**config.mk**
```make
export PLATFORM = sky130hd
export DESIGN_NAME = md5_variant_block_checksum
export DESIGN_NICKNAME = d
export VERILOG_FILES = /design/src/rtl/md5v_pkg.sv /design/src/rtl/md5v_ram.sv /design/src/rtl/md5v_core.sv /design/src/rtl/md5_variant_block_checksum.sv
export SDC_FILE = /design/constraint.sdc
export NUM_CORES = 2
export LEC_CHECK = 0
export ABC_CLOCK_PERIOD_IN_PS = 12900
export BUFFER_PORTS_ARGS = -buffer_cell sky130_fd_sc_hd__buf_2
export CAP_MARGIN = 20
export CORE_MARGIN = 8
export CORE_UTILIZATION = 60
export DETAILED_ROUTE_END_ITERATION = 16
export PLACE_DENSITY_LB_ADDON = 0.15
export SYNTH_ARGS = -nofsm -noshare
export SYNTH_HDL_FRONTEND = slang
export SYNTH_SLANG_ARGS = --single-unit
export TNS_END_PERCENT = 20
```
**constraint.sdc**
```tcl
create_clock -name i_clk -period 12.9 [get_ports i_clk]
set_input_delay 2.58 -clock i_clk [delete_from_list [all_inputs] [get_ports i_clk]]
set_output_delay 2.58 -clock i_clk [all_outputs]
set_load 0.005 [all_outputs]
```
**src/rtl/md5v_pkg.sv**
```systemverilog
// shared types, round constants and index functions for the md5 variant checksum
// no dependencies
package md5v_pkg;

    localparam int unsigned WordW    = 32;
    localparam int unsigned ByteW    = 8;
    localparam int unsigned BlkWords = 16;
    localparam int unsigned Rounds   = 64;
    localparam int unsigned PadLimit = 56;

    localparam logic [WordW-1:0] Iv0 = 32'h67452301;
    localparam logic [WordW-1:0] Iv1 = 32'hefcdab89;
    localparam logic [WordW-1:0] Iv2 = 32'h98badcfe;
    localparam logic [WordW-1:0] Iv3 = 32'h10325476;
    localparam logic [ByteW-1:0] PadByte = 8'h80;

    typedef struct packed {
        logic       init_chain;
        logic       start;
        logic       round_en;
        logic [5:0] round;
        logic       finish;
    } t_core_ctl;

    function automatic logic [WordW-1:0] md5v_kconst(input logic [5:0] i);
        logic [WordW-1:0] k;
        case (i)
            6'd0:  k = 32'hd76aa478;  6'd1:  k = 32'he8c7b756;
            6'd2:  k = 32'h242070db;  6'd3:  k = 32'hc1bdceee;
            6'd4:  k = 32'hf57c0faf;  6'd5:  k = 32'h4787c62a;
            6'd6:  k = 32'ha8304613;  6'd7:  k = 32'hfd469501;
            6'd8:  k = 32'h698098d8;  6'd9:  k = 32'h8b44f7af;
            6'd10: k = 32'hffff5bb1;  6'd11: k = 32'h895cd7be;
            6'd12: k = 32'h6b901122;  6'd13: k = 32'hfd987193;
            6'd14: k = 32'ha679438e;  6'd15: k = 32'h49b40821;
            6'd16: k = 32'hf61e2562;  6'd17: k = 32'hc040b340;
            6'd18: k = 32'h265e5a51;  6'd19: k = 32'he9b6c7aa;
            6'd20: k = 32'hd62f105d;  6'd21: k = 32'h02441453;
            6'd22: k = 32'hd8a1e681;  6'd23: k = 32'he7d3fbc8;
            6'd24: k = 32'h21e1cde6;  6'd25: k = 32'hc33707d6;
            6'd26: k = 32'hf4d50d87;  6'd27: k = 32'h455a14ed;
            6'd28: k = 32'ha9e3e905;  6'd29: k = 32'hfcefa3f8;
            6'd30: k = 32'h676f02d9;  6'd31: k = 32'h8d2a4c8a;
            6'd32: k = 32'hfffa3942;  6'd33: k = 32'h8771f681;
            6'd34: k = 32'h6d9d6122;  6'd35: k = 32'hfde5380c;
            6'd36: k = 32'ha4beea44;  6'd37: k = 32'h4bdecfa9;
            6'd38: k = 32'hf6bb4b60;  6'd39: k = 32'hbebfbc70;
            6'd40: k = 32'h289b7ec6;  6'd41: k = 32'heaa127fa;
            6'd42: k = 32'hd4ef3085;  6'd43: k = 32'h04881d05;
            6'd44: k = 32'hd9d4d039;  6'd45: k = 32'he6db99e5;
            6'd46: k = 32'h1fa27cf8;  6'd47: k = 32'hc4ac5665;
            6'd48: k = 32'hf4292244;  6'd49: k = 32'h432aff97;
            6'd50: k = 32'hab9423a7;  6'd51: k = 32'hfc93a039;
            6'd52: k = 32'h655b59c3;  6'd53: k = 32'h8f0ccc92;
            6'd54: k = 32'hffeff47d;  6'd55: k = 32'h85845dd1;
            6'd56: k = 32'h6fa87e4f;  6'd57: k = 32'hfe2ce6e0;
            6'd58: k = 32'ha3014314;  6'd59: k = 32'h4e0811a1;
            6'd60: k = 32'hf7537e82;  6'd61: k = 32'hbd3af235;
            6'd62: k = 32'h2ad7d2bb;  6'd63: k = 32'heb86d391;
            default: k = '0;
        endcase
        return k;
    endfunction

    function automatic logic [4:0] md5v_rot(input logic [5:0] i);
        logic [4:0] s;
        case ({i[5:4], i[1:0]})
            4'd0:  s = 5'd7;   4'd1:  s = 5'd12;  4'd2:  s = 5'd17;  4'd3:  s = 5'd22;
            4'd4:  s = 5'd5;   4'd5:  s = 5'd9;   4'd6:  s = 5'd14;  4'd7:  s = 5'd20;
            4'd8:  s = 5'd4;   4'd9:  s = 5'd11;  4'd10: s = 5'd16;  4'd11: s = 5'd23;
            4'd12: s = 5'd6;   4'd13: s = 5'd10;  4'd14: s = 5'd15;  4'd15: s = 5'd21;
            default: s = 5'd0;
        endcase
        return s;
    endfunction

    // message word index used by round i
    function automatic logic [3:0] md5v_widx(input logic [5:0] i);
        logic [3:0] x;
        logic [3:0] v;
        x = i[3:0];
        case (i[5:4])
            2'd0:    v = x;
            2'd1:    v = 4'((x << 2) + x + 4'd1);
            2'd2:    v = 4'((x << 1) + x + 4'd5);
            default: v = 4'((x << 3) - x);
        endcase
        return v;
    endfunction

endpackage

```
**src/rtl/md5v_ram.sv**
```systemverilog
// generic single write port ram with registered read
// no dependencies
module md5v_ram #(
    parameter int unsigned WIDTH = 32,
    parameter int unsigned DEPTH = 16
) (
    input  logic                     i_clk,
    input  logic                     i_we,
    input  logic [$clog2(DEPTH)-1:0] i_waddr,
    input  logic [WIDTH-1:0]         i_wdata,
    input  logic [$clog2(DEPTH)-1:0] i_raddr,
    output logic [WIDTH-1:0]         o_rdata
);

    logic [WIDTH-1:0] r_mem [DEPTH];
    logic [WIDTH-1:0] r_rdata;

    always_ff @(posedge i_clk) begin
        if (i_we) begin
            r_mem[i_waddr] <= i_wdata;
        end
        r_rdata <= r_mem[i_raddr];
    end

    assign o_rdata = r_rdata;

endmodule

```
**src/rtl/md5v_core.sv**
```systemverilog
// md5 compression datapath: chain words, working registers, one round per cycle while round_en is set
// depends on md5v_pkg
module md5v_core (
    input  logic                  i_clk,
    input  logic                  i_rst_n,
    input  md5v_pkg::t_core_ctl   i_ctl,
    input  logic [31:0]           i_word,
    output logic [127:0]          o_chain
);
    import md5v_pkg::*;

    logic [WordW-1:0] r_chain [4];
    logic [WordW-1:0] r_a, r_b, r_c, r_d;
    logic [WordW-1:0] f, sum, rotv;
    logic [2*WordW-1:0] dbl;

    always_comb begin
        case (i_ctl.round[5:4])
            2'd0:    f = r_d ^ (r_b & (r_c ^ r_d));
            2'd1:    f = r_c ^ (r_d & (r_b ^ r_c));
            2'd2:    f = r_b ^ r_c ^ r_d;
            default: f = r_c ^ (r_b | ~r_d);
        endcase
        sum  = r_a + f + i_word + md5v_kconst(i_ctl.round);
        dbl  = {sum, sum} << md5v_rot(i_ctl.round);
        rotv = dbl[2*WordW-1:WordW];
    end

    always_ff @(posedge i_clk) begin
        if (!i_rst_n) begin
            r_chain[0] <= Iv0;
            r_chain[1] <= Iv1;
            r_chain[2] <= Iv2;
            r_chain[3] <= Iv3;
        end else if (i_ctl.init_chain) begin
            r_chain[0] <= Iv0;
            r_chain[1] <= Iv1;
            r_chain[2] <= Iv2;
            r_chain[3] <= Iv3;
        end else if (i_ctl.finish) begin
            r_chain[0] <= r_chain[0] + r_a;
            r_chain[1] <= r_chain[1] + r_b;
            r_chain[2] <= r_chain[2] + r_c;
            r_chain[3] <= r_chain[3] + r_d;
        end
    end

    always_ff @(posedge i_clk) begin
        if (i_ctl.start) begin
            r_a <= r_chain[0];
            r_b <= r_chain[1];
            r_c <= r_chain[2];
            r_d <= r_chain[3];
        end else if (i_ctl.round_en) begin
            r_a <= r_d;
            r_d <= r_c;
            r_c <= r_b;
            r_b <= r_b + rotv;
        end
    end

    assign o_chain = {r_chain[3], r_chain[2], r_chain[1], r_chain[0]};

endmodule

```
**src/rtl/md5_variant_block_checksum.sv**
```systemverilog
// Byte-serial checksum built on the md5 compression with a modified final padding.
// One transaction per cycle is taken while a block is filling. The transaction that
// completes a 64-byte block keeps the input stalled while the working words load as
// the first round word is read from the 16 x 32 block ram, while the 64 rounds run
// and while the chain is updated. A transaction that carries last compresses one
// padding block, or two when its tail holds 56 or more bytes, after the full block it
// may complete, and then keeps the input stalled while the digest moves to the output
// register, and for as long as the previous digest still waits there. The next
// message can start while the new digest waits.
// Depends on md5v_pkg, md5v_ram and md5v_core.
module md5_variant_block_checksum (
    input  logic        i_clk,
    input  logic        i_rst_n,
    input  logic        i_in_valid,
    output logic        o_in_ready,
    input  logic [7:0]  i_data_byte,
    input  logic        i_byte_valid,
    input  logic        i_last,
    output logic        o_out_valid,
    input  logic        i_out_ready,
    output logic [63:0] o_digest_low,
    output logic [63:0] o_digest_high
);
    import md5v_pkg::*;

    typedef enum logic [1:0] {S_IDLE, S_RUN, S_FIN, S_DONE} t_state;
    typedef enum logic [1:0] {K_FULL, K_PAD1, K_PADA, K_PADB} t_kind;
    typedef enum logic [2:0] {W_RAM, W_PART, W_BITLEN, W_ODD, W_ZERO} t_wsel;

    t_state       r_state, n_state;
    t_kind        r_kind, n_kind;
    t_wsel        r_wsel, wsel;
    logic [5:0]   r_pos, n_pos;
    logic [31:0]  r_len;
    logic [31:0]  r_acc;
    logic [6:0]   r_cnt;
    logic         r_last_pend;
    logic         r_rvalid;
    logic [5:0]   r_rrnd;
    logic         r_out_valid;
    logic [63:0]  r_dig_lo, r_dig_hi;

    logic         in_acc, slot_free;
    logic [3:0]   j, fw, ram_raddr;
    logic [31:0]  ram_rdata, part, word;
    logic         ram_we;
    logic [127:0] chain;
    t_core_ctl    ctl;

    assign in_acc    = i_in_valid && o_in_ready;
    assign slot_free = !r_out_valid || i_out_ready;
    assign n_pos     = i_byte_valid ? 6'(r_pos + 6'd1) : r_pos;
    assign ram_we    = in_acc && i_byte_valid && (r_pos[1:0] == 2'd3);

    md5v_ram #(
        .WIDTH(WordW),
        .DEPTH(BlkWords)
    ) u_blk_ram (
        .i_clk   (i_clk),
        .i_we    (ram_we),
        .i_waddr (r_pos[5:2]),
        .i_wdata ({i_data_byte, r_acc[23:0]}),
        .i_raddr (ram_raddr),
        .o_rdata (ram_rdata)
    );

    // word selection for the round issued this cycle
    always_comb begin
        j         = md5v_widx(r_cnt[5:0]);
        fw        = r_pos[5:2];
        ram_raddr = j;
        wsel      = W_ZERO;
        case (r_kind)
            K_FULL: wsel = W_RAM;
            K_PAD1: begin
                ram_raddr = 4'(j - 4'd1);
                if (j == 4'd0) begin
                    wsel = W_BITLEN;
                end else if (j == 4'd15) begin
                    wsel = W_ODD;
                end else if (4'(j - 4'd1) < fw) begin
                    wsel = W_RAM;
                end else if (4'(j - 4'd1) == fw) begin
                    wsel = W_PART;
                end
            end
            K_PADA: begin
                if (j < fw) begin
                    wsel = W_RAM;
                end else if (j == fw) begin
                    wsel = W_PART;
                end
            end
            K_PADB: begin
                if (j == 4'd0) begin
                    wsel = W_BITLEN;
                end else if (j == 4'd15) begin
                    wsel = W_ODD;
                end
            end
            default: wsel = W_ZERO;
        endcase
    end

    // tail word: held bytes, then the pad byte, then zeros
    always_comb begin
        for (int l = 0; l < 4; l++) begin
            if (l < int'(r_pos[1:0])) begin
                part[8*l +: 8] = r_acc[8*l +: 8];
            end else if (l == int'(r_pos[1:0])) begin
                part[8*l +: 8] = PadByte;
            end else begin
                part[8*l +: 8] = 8'h00;
            end
        end
    end

    always_comb begin
        case (r_wsel)
            W_RAM:    word = ram_rdata;
            W_PART:   word = part;
            W_BITLEN: word = {r_len[28:0], 3'b000};
            W_ODD:    word = {r_len[30:0], 1'b1};
            default:  word = '0;
        endcase
    end

    always_comb begin
        n_state = r_state;
        n_kind  = r_kind;
        case (r_state)
            S_IDLE: begin
                if (in_acc) begin
                    if (i_byte_valid && (r_pos == 6'd63)) begin
                        n_state = S_RUN;
                        n_kind  = K_FULL;
                    end else if (i_last) begin
                        n_state = S_RUN;
                        n_kind  = (n_pos < 6'(PadLimit)) ? K_PAD1 : K_PADA;
                    end
                end
            end
            S_RUN: begin
                if (r_cnt == 7'(Rounds)) begin
                    n_state = S_FIN;
                end
            end
            S_FIN: begin
                case (r_kind)
                    K_FULL: begin
                        n_state = r_last_pend ? S_RUN : S_IDLE;
                        n_kind  = K_PAD1;
                    end
                    K_PADA: begin
                        n_state = S_RUN;
                        n_kind  = K_PADB;
                    end
                    default: n_state = S_DONE;
                endcase
            end
            S_DONE: begin
                if (slot_free) begin
                    n_state = S_IDLE;
                end
            end
            default: n_state = S_IDLE;
        endcase
    end

    always_ff @(posedge i_clk) begin
        if (!i_rst_n) begin
            r_state     <= S_IDLE;
            r_kind      <= K_FULL;
            r_pos       <= '0;
            r_len       <= '0;
            r_cnt       <= '0;
            r_last_pend <= 1'b0;
            r_rvalid    <= 1'b0;
            r_out_valid <= 1'b0;
        end else begin
            r_state <= n_state;
            r_kind  <= n_kind;
            if (o_out_valid && i_out_ready) begin
                r_out_valid <= 1'b0;
            end
            r_rvalid <= 1'b0;
            case (r_state)
                S_IDLE: begin
                    r_cnt <= '0;
                    if (in_acc) begin
                        r_last_pend <= i_last;
                        r_pos       <= n_pos;
                        if (i_byte_valid) begin
                            r_len <= r_len + 32'd1;
                        end
                    end
                end
                S_RUN: begin
                    if (r_cnt != 7'(Rounds)) begin
                        r_rvalid <= 1'b1;
                    end
                    r_cnt <= r_cnt + 7'd1;
                end
                S_FIN: begin
                    r_cnt <= '0;
                end
                S_DONE: begin
                    if (slot_free) begin
                        r_out_valid <= 1'b1;
                        r_pos       <= '0;
                        r_len       <= '0;
                        r_last_pend <= 1'b0;
                    end
                end
                default: r_cnt <= '0;
            endcase
        end
    end

    // payload registers
    always_ff @(posedge i_clk) begin
        if (in_acc && i_byte_valid) begin
            r_acc[8*r_pos[1:0] +: 8] <= i_data_byte;
        end
        r_wsel <= wsel;
        r_rrnd <= r_cnt[5:0];
        if (r_state == S_DONE && slot_free) begin
            r_dig_lo <= chain[63:0];
            r_dig_hi <= chain[127:64];
        end
    end

    always_comb begin
        ctl.init_chain = (r_state == S_DONE) && slot_free;
        ctl.start      = (r_state == S_RUN) && (r_cnt == 7'd0);
        ctl.round_en   = r_rvalid;
        ctl.round      = r_rrnd;
        ctl.finish     = (r_state == S_FIN);
    end

    md5v_core u_core (
        .i_clk   (i_clk),
        .i_rst_n (i_rst_n),
        .i_ctl   (ctl),
        .i_word  (word),
        .o_chain (chain)
    );

    assign o_in_ready    = (r_state == S_IDLE);
    assign o_out_valid   = r_out_valid;
    assign o_digest_low  = r_dig_lo;
    assign o_digest_high = r_dig_hi;

endmodule

```
# After elaboration in Yosys (flattened, before gate mapping)
# Memories as Yosys holds them, arrays and structs flattened. A register that Yosys moved wholly into a read port is not among the register bits.
# Cells that the tools add are included.
[op_classes] n_addsub=18 bitwise=18 n_reduce_logical=27 eq_ne=29 n_mux=77 n_shift=3 n_lt_le_gt_ge=6
[op_table] operator="$mux W32" count=19
[op_table] operator="$add A32 B32 Y32" count=8
[op_table] operator="$xor A32 B32 Y32" count=6
[op_table] operator="$pmux W32 S4" count=1
[op_table] operator="$pmux W32 S3" count=1
[op_table] operator="$and A32 B32 Y32" count=2
[op_table] operator="$pmux W32 S2" count=1
[op_table] operator="$shl A64 B5 Y64" count=1
[op_table] operator="$mux W8" count=7
[op_table] operator="$neg A5 Y34" count=1
[op_table] operator="$shift A8 B34 Y32 const A" count=1
[op_table] operator="$shiftx A8 B34 Y32" count=1
[op_table] operator="$add A32 B1 Y32 const B" count=1
[op_table] operator="$bwmux W32" count=1
[op_table] operator="$not A32 Y32" count=1
[op_table] operator="$or A32 B32 Y32" count=1
[op_table] operator="$mux W3" count=8
[op_table] operator="$mux W2" count=9
[op_table] operator="$mux W6" count=3
[op_table] operator="$mux W1" count=17
[op_table] operator="$eq A2 B2 Y1 const B" count=7
[op_table] operator="$pmux W7 S2" count=1
[op_table] operator="$pmux W2 S2" count=3
[op_table] operator="$pmux W3 S4" count=1
[op_table] operator="other kinds (42)" count=76
[word_totals] mem_bits_rw=640 romBits=2128 input_bits=14 output_inout_bits=130 reg_bits=349 elab_cells=199 n_memories=4
[memory_table] memory="(name not given)" words=64 width=32 rd=1 rd_ports_with_merged_regs=1 wr=0 line_no="md5v_pkg.sv:27" text="case (i)"
[memory_table] memory="u_blk_ram.r_mem" words=16 width=32 rd=1 rd_ports_with_merged_regs=1 wr=1 line_no="md5v_ram.sv:15" text="logic [WIDTH-1:0] r_mem [DEPTH];"
[memory_table] memory="u_core.r_chain" words=4 width=32 rd=4 rd_ports_with_merged_regs=0 wr=4 line_no="md5v_core.sv:12" text="logic [WordW-1:0] r_chain [4];"
[memory_table] memory="(name not given)" words=16 width=5 rd=1 rd_ports_with_merged_regs=1 wr=0 line_no="md5v_pkg.sv:67" text="case ({i[5:4], i[1:0]})"

# Logic depth before layout (Yosys ltp)
[depth] depth_word=11 mapped_depth=38 ltp_nobuf=36

# Modules after synthesis
# From an unflattened synthesis, not the netlist that was laid out.
[hier_totals] hier_cells=4746 area_unflattened_um2=56012.5
[modules_own_cells] mod="md5v_core" area_each_um2=26948.3 instances=1 cells_each=3136 seq_area_each_um2=7367.1
[modules_own_cells] mod="md5v_ram" area_each_um2=19854.0 instances=1 cells_each=838 seq_area_each_um2=16015.4
[modules_own_cells] mod="md5_variant_block_checksum" area_each_um2=9210.1 instances=1 cells_each=772 seq_area_each_um2=5765.5

# Worst setup path before layout
# No wires, ideal clock.
[synth_timing] kind="input port to flip-flop" start="input port i_out_ready" end="memory u_core.r_chain[1][0], enable pin" setup_ns=0.387 t_required_ns=12.513 path_stages=5 setup_slack_ns=2.853 t_arrival_ns=9.659 path_buffers=0 path_cell_list="nor2b_1 nor2b_1 nand2b_1 nor2_1 inv_1"
[synth_lines] element="start: declaration" line_no="md5_variant_block_checksum.sv:20" text="input logic i_out_ready,"
[synth_lines] element="end: declaration" line_no="md5v_core.sv:12"

# Worst setup path in the final report
[layout_timing] start="register r_rrnd[4]" end="register u_core.r_b[30] (data pin)"
[layout_via] elab_chain_cells=9 word_cells_on_any_way=11 cone_classes="add/sub: 4; eq/ne: 2; shift: 1; mux: 3; reduce/logical: 1"
[layout_rtl] element="start: declaration" line_no="md5_variant_block_checksum.sv:39" text="logic [5:0] r_rrnd;"
[layout_rtl] element="start signal: assignment" line_no="md5_variant_block_checksum.sv:226" text="r_rrnd <= r_cnt[5:0];"
[layout_rtl] element="$eq A2 B2 Y1, or another cell as far along" line_no="md5v_core.sv:18" text="case (i_ctl.round[5:4])"
[layout_rtl] element="$pmux W32 S3 *" line_no="md5v_core.sv:18"
[layout_rtl] element="$add A32 B32 Y32 * (3 in a row)" line_no="md5v_core.sv:24" text="sum = r_a + f + i_word + md5v_kconst(i_ctl.round);"
[layout_rtl] element="$shl A64 B5 Y64 *" line_no="md5v_core.sv:25" text="dbl = {sum, sum} << md5v_rot(i_ctl.round);"
[layout_rtl] element="$add A32 B32 Y32 *" line_no="md5v_core.sv:58" text="r_b <= r_b + rotv;"
[layout_rtl] element="$mux W32 *" line_no="md5v_core.sv:54" text="end else if (i_ctl.round_en) begin"
[layout_rtl] element="$mux W32 *" line_no="md5v_core.sv:49" text="if (i_ctl.start) begin"
[layout_rtl] element="end signal: assignment" line_no="md5v_core.sv:51" text="r_b <= r_chain[1];"
[layout_rtl] element="end signal: assignment" line_no="md5v_core.sv:58"
[layout_rtl] element="end: declaration" line_no="md5v_core.sv:13" text="logic [WordW-1:0] r_a, r_b, r_c, r_d;"
# Mark *: on every way between the ends. The rest lies on a longest branch, timed or not. The select of a mux whose other input is x is not followed.
# A chain may end at the register's enable or synchronous reset.

==> results <==
- The kind of end point of the critical path is a register.
- In the synthesized netlist the async set-or-reset flop fraction comes to 0%.
- The count of state elements after synthesis is approximately 1.0k.
- The core region is 94400 um2.
- In the synthesized netlist, the cells that appear most often are 888 x sky130_fd_sc_hd__edfxtp_1, 624 x sky130_fd_sc_hd__nand2_1, 356 x sky130_fd_sc_hd__nor2_1.
- The number of different library cells used by synthesis comes to 85.
- The number of slew-limit violations in the final report is 0.
- The clock reaches the later pin of the worst-skew pair after around 720 ps.
- The total clock buffers created by CTS is between 100 and 150.
- The worst setup path is of the register to register kind.
- The number of global-route vias before repair came to slightly below 40k.
- The detail route stage leaves a number of antenna-violating nets equal to 0.
- Setup violations remaining at the end of the flow were counted as 0.
- On the critical path, the stage with the largest delay is an instance of sky130_fd_sc_hd__inv_1.
- The number of clock sinks is approximately 1.0k.
- The clock slew at the register clock pins of the worst setup and hold paths is roughly 60 ps.
- Yosys attributes the largest share of cell area to sky130_fd_sc_hd__edfxtp_1 47%, sky130_fd_sc_hd__mux4_2 7.2%, sky130_fd_sc_hd__dfxtp_1 5.5%.
- No sink is reached through more buffers than the 3 on the longest clock path.
- Across the run, the number of max-cap violations was 0.
- Setup repair after global routing left no endpoint under its margin.
- For the final routed database, the setup TNS stands at 0 ps.
- In this run, post-CTS hold repair placed 0 buffers.
- The overall die area is approximately 100000 um2.
- During synthesis, Yosys emitted a total of 0 warnings.
- For this run, design rule violations remaining after detail routing come to 0.
- The class of the most critical hold timing path is register to register.
- The die height is ~320 um.
- In the final design database the tool counted between 5k and 6k nets.
- A synthesized cell averages around 12 um2.
- The number of flops mapped to enable cells by yosys is just under 900.
- The H-tree was split into 3 levels.
- Synthesis produced slightly below 5k cells.
- Of all nets on the critical path, the largest fanout is between 60 and 70.
- The die width is 324 um.
- The first routing iteration left ~4.3k violations.
- The finished layout holds between 6k and 7k standard cells, fillers aside.
- The standard-cell row count is 113.
- The count of endpoints failing hold in the final timing report is 0.
- The first global-routing pass estimated ~240000 um of wire.
- The number of antenna violations at the first check in global routing is 6.
- Global routing finished with a remaining overflow of 0.
- Counting tap cells, the placed design contains a total of between 6k and 7k instances.
- The post-route clock skew is roughly 37 ps.
- Dividing the detail-routed via count by the number of cells gives 6.35.
- Wires add up to between 150000 and 200000 um.
- The HPWL after detailed placement is between 100000 and 150000 um.
- The post-placement cell area is slightly below 60000 um2.
- The leading register cell type out of synthesis is sky130_fd_sc_hd__edfxtp_1.
- The worst path needs a little over 10000 ps of the cycle, external delays included.
- Summing every instance area after synthesis gives roughly 57000 um2.
- The sequential-to-total area share from yosys stat is 52.4%.
- The library cell with the highest instance count after synthesis is sky130_fd_sc_hd__edfxtp_1.
- For this design the top-level I/O count stands at between 100 and 150.
- The area share of the largest cell type after synthesis is 46.9%.
- The synthesis-to-finish area growth is 10.1%.
- The final critical path takes up 78.3% of the cycle.
- The ratio of cells with drive above 1 in the final layout is roughly an eighth.
- The root buffer cell chosen for the clock tree is sky130_fd_sc_hd__clkbuf_16.
- The global-route usage over all layers is 30.1%.
- TritonCTS built the clock tree.
- The synthesized design spends more area on one cell type than any other, namely sky130_fd_sc_hd__edfxtp_1.
- Detailed routing inserted a total of about 40k vias.
- The run finished with clean final reports.
- For the pin with the worst max-slew slack, the measured transition is approximately 1100 ps.
- Entering global routing, the biggest net connects roughly 130 pins.
- In this run the tightest slew margin relative to its limit is about 26%.
- The count of input and output buffers is between 100 and 150.
- Fill cells in the final layout number between 7k and 8k.
- Synthesis produced a netlist with a net count of between 5k and 6k.
- Post-CTS timing repair inserted 0 buffers for setup.
- The initial standard-cell utilization of the core is 60.2%.
- In this design, the stage delay of the slowest critical-path cell is 780 ps.
- Routability-driven placement finished with a final weighted congestion of ~1.
- STA classifies the critical path startpoint as a register.
- The post-cts repair resize count is 0.
- Data on the critical path is required at its endpoint by 13330 ps.
- The arrival time at the worst endpoint is between 10000 and 15000 ps.
- Before antenna repair, the detailed router went through 8 iterations.
- The area of all placed cells without fillers is 62600 um2.
- The timing-limited maximum frequency is between 0.09 and 0.1 GHz.
- Dividing the detail-routed wire length by the instance count gives between 20 and 25 um.
[cell usage in the layout (no fill, tap or decap), types with 18 or more instances in the layout]
cell type                     n
sky130_fd_sc_hd__edfxtp_1   888
sky130_fd_sc_hd__nand2_1    623
sky130_fd_sc_hd__a21oi_1    346
sky130_fd_sc_hd__nor2_1     342
sky130_fd_sc_hd__o21ai_0    284
sky130_fd_sc_hd__ha_1       235
sky130_fd_sc_hd__inv_1      224
sky130_fd_sc_hd__mux4_2     181
sky130_fd_sc_hd__dfxtp_1    151
sky130_fd_sc_hd__xnor2_1    148
sky130_fd_sc_hd__buf_2      143
sky130_fd_sc_hd__clkbuf_16  108
sky130_fd_sc_hd__xor2_1      88
sky130_fd_sc_hd__nand3_1     79
sky130_fd_sc_hd__nor3_1      77
sky130_fd_sc_hd__a21o_1      73
sky130_fd_sc_hd__fa_1        68
sky130_fd_sc_hd__buf_4       68
sky130_fd_sc_hd__nor2b_1     67
sky130_fd_sc_hd__mux2i_1     65
sky130_fd_sc_hd__a31oi_1     64
sky130_fd_sc_hd__and2_1      53
sky130_fd_sc_hd__a211oi_1    42
sky130_fd_sc_hd__nand2b_1    41
sky130_fd_sc_hd__mux2_2      40
sky130_fd_sc_hd__o21a_1      39
sky130_fd_sc_hd__a22oi_1     32
sky130_fd_sc_hd__o211ai_1    31
sky130_fd_sc_hd__and3_1      30
sky130_fd_sc_hd__clkbuf_1    30
sky130_fd_sc_hd__o31ai_1     27
sky130_fd_sc_hd__nand4_1     26
sky130_fd_sc_hd__or3_1       25
sky130_fd_sc_hd__o22ai_1     18
[through the flow]
step | util (%) | worst slack [ps] | hold WS [ps]
finish | 66.3 | 2800 | 492
global route | 66.3 | 2170 | 503
CTS | 66.3 | 2810 | 499
detailed placement | 62.5 | 2840 | 474
global placement | 62.5 | 3060 | 471
floorplan | - | 2850 | 326
[critical path, delay by kind of cell, from the launching register on]
family          cells  cell delay, ps
mux                 3             780
flops               1             310
fa+ha+maj           5            2010
buf+inv             4            1530
compound gates     19            4900
xor+xnor            1             150
simple gates        1             130
[registers in the layout (all words and copies together) (netlist names), 3 cells and up, named ones only]
register,count
o_digest_high,64
o_digest_low,64
r_acc,24
r_cnt,7
r_len,31
r_pos,6
r_wsel,3
u_blk_ram.o_rdata,32
u_blk_ram.r_mem,512
u_core.r_a,32
u_core.r_b,32
u_core.r_c,32
u_core.r_chain,128
u_core.r_d,32
[path summary, 6_finish.rpt]
path	cells after the start	to	slack, ps	start
worst min-delay path	0	o_digest_low[2]$_DFFE_PP_	490	u_core.r_chain[0][2]$_SDFFCE_PN0P_
worst min register to register	0	o_digest_low[2]$_DFFE_PP_	490	u_core.r_chain[0][2]$_SDFFCE_PN0P_
worst max register to register	33	u_core.r_b[30]$_DFFE_PP_	2800	r_rrnd[4]$_DFF_P_
worst max-delay path	33	u_core.r_b[30]$_DFFE_PP_	2800	r_rrnd[4]$_DFF_P_
[per-layer routing]
metal / global-route usage (%) / up-vias / wire (um)
li1: - / 18500 / -
met1: 39.3 / 20000 / 63200
met2: 50.1 / 1708 / 76900
met3: 4.81 / 362 / 11900
met4: 12.7 / 2 / 7420
met5: 0 / - / 12
[area by class of cell]
class | count | area [um2] | share of cell area [%]
tap | 1265 | 1580 | 2.53
multi-input combinational | 3430 | 25500 | 40.7
sequential | 1045 | 29800 | 47.6
timing repair buffer | 215 | 1310 | 2.09
clock inverter | 49 | 543 | 0.867
clock buffer | 152 | 3010 | 4.80
inverter | 225 | 845 | 1.35
antenna | 3 | 7.51 | 0.0120
[logic make-up (layout without fill, tap and decap cells)]
group | Yosys count | count (layout) | synth area share (%)
AND/OR/NAND/NOR | 1460 | 1460 | 11.6
AO/OA/AOI/OAI | 1139 | 1139 | 12.5
flip-flops | 1045 | 1045 | 52.4
buffers and inverters | 464 | 641 | 3.11
adder cells (fa/ha/maj) | 304 | 304 | 7.58
multiplexers | 287 | 287 | 9.12
XOR/XNOR | 240 | 240 | 3.71
other | 0 | 3 | 0
Power is not shown: default switching activity piles up to over one toggle a cycle in this logic, so the estimate is an artifact.
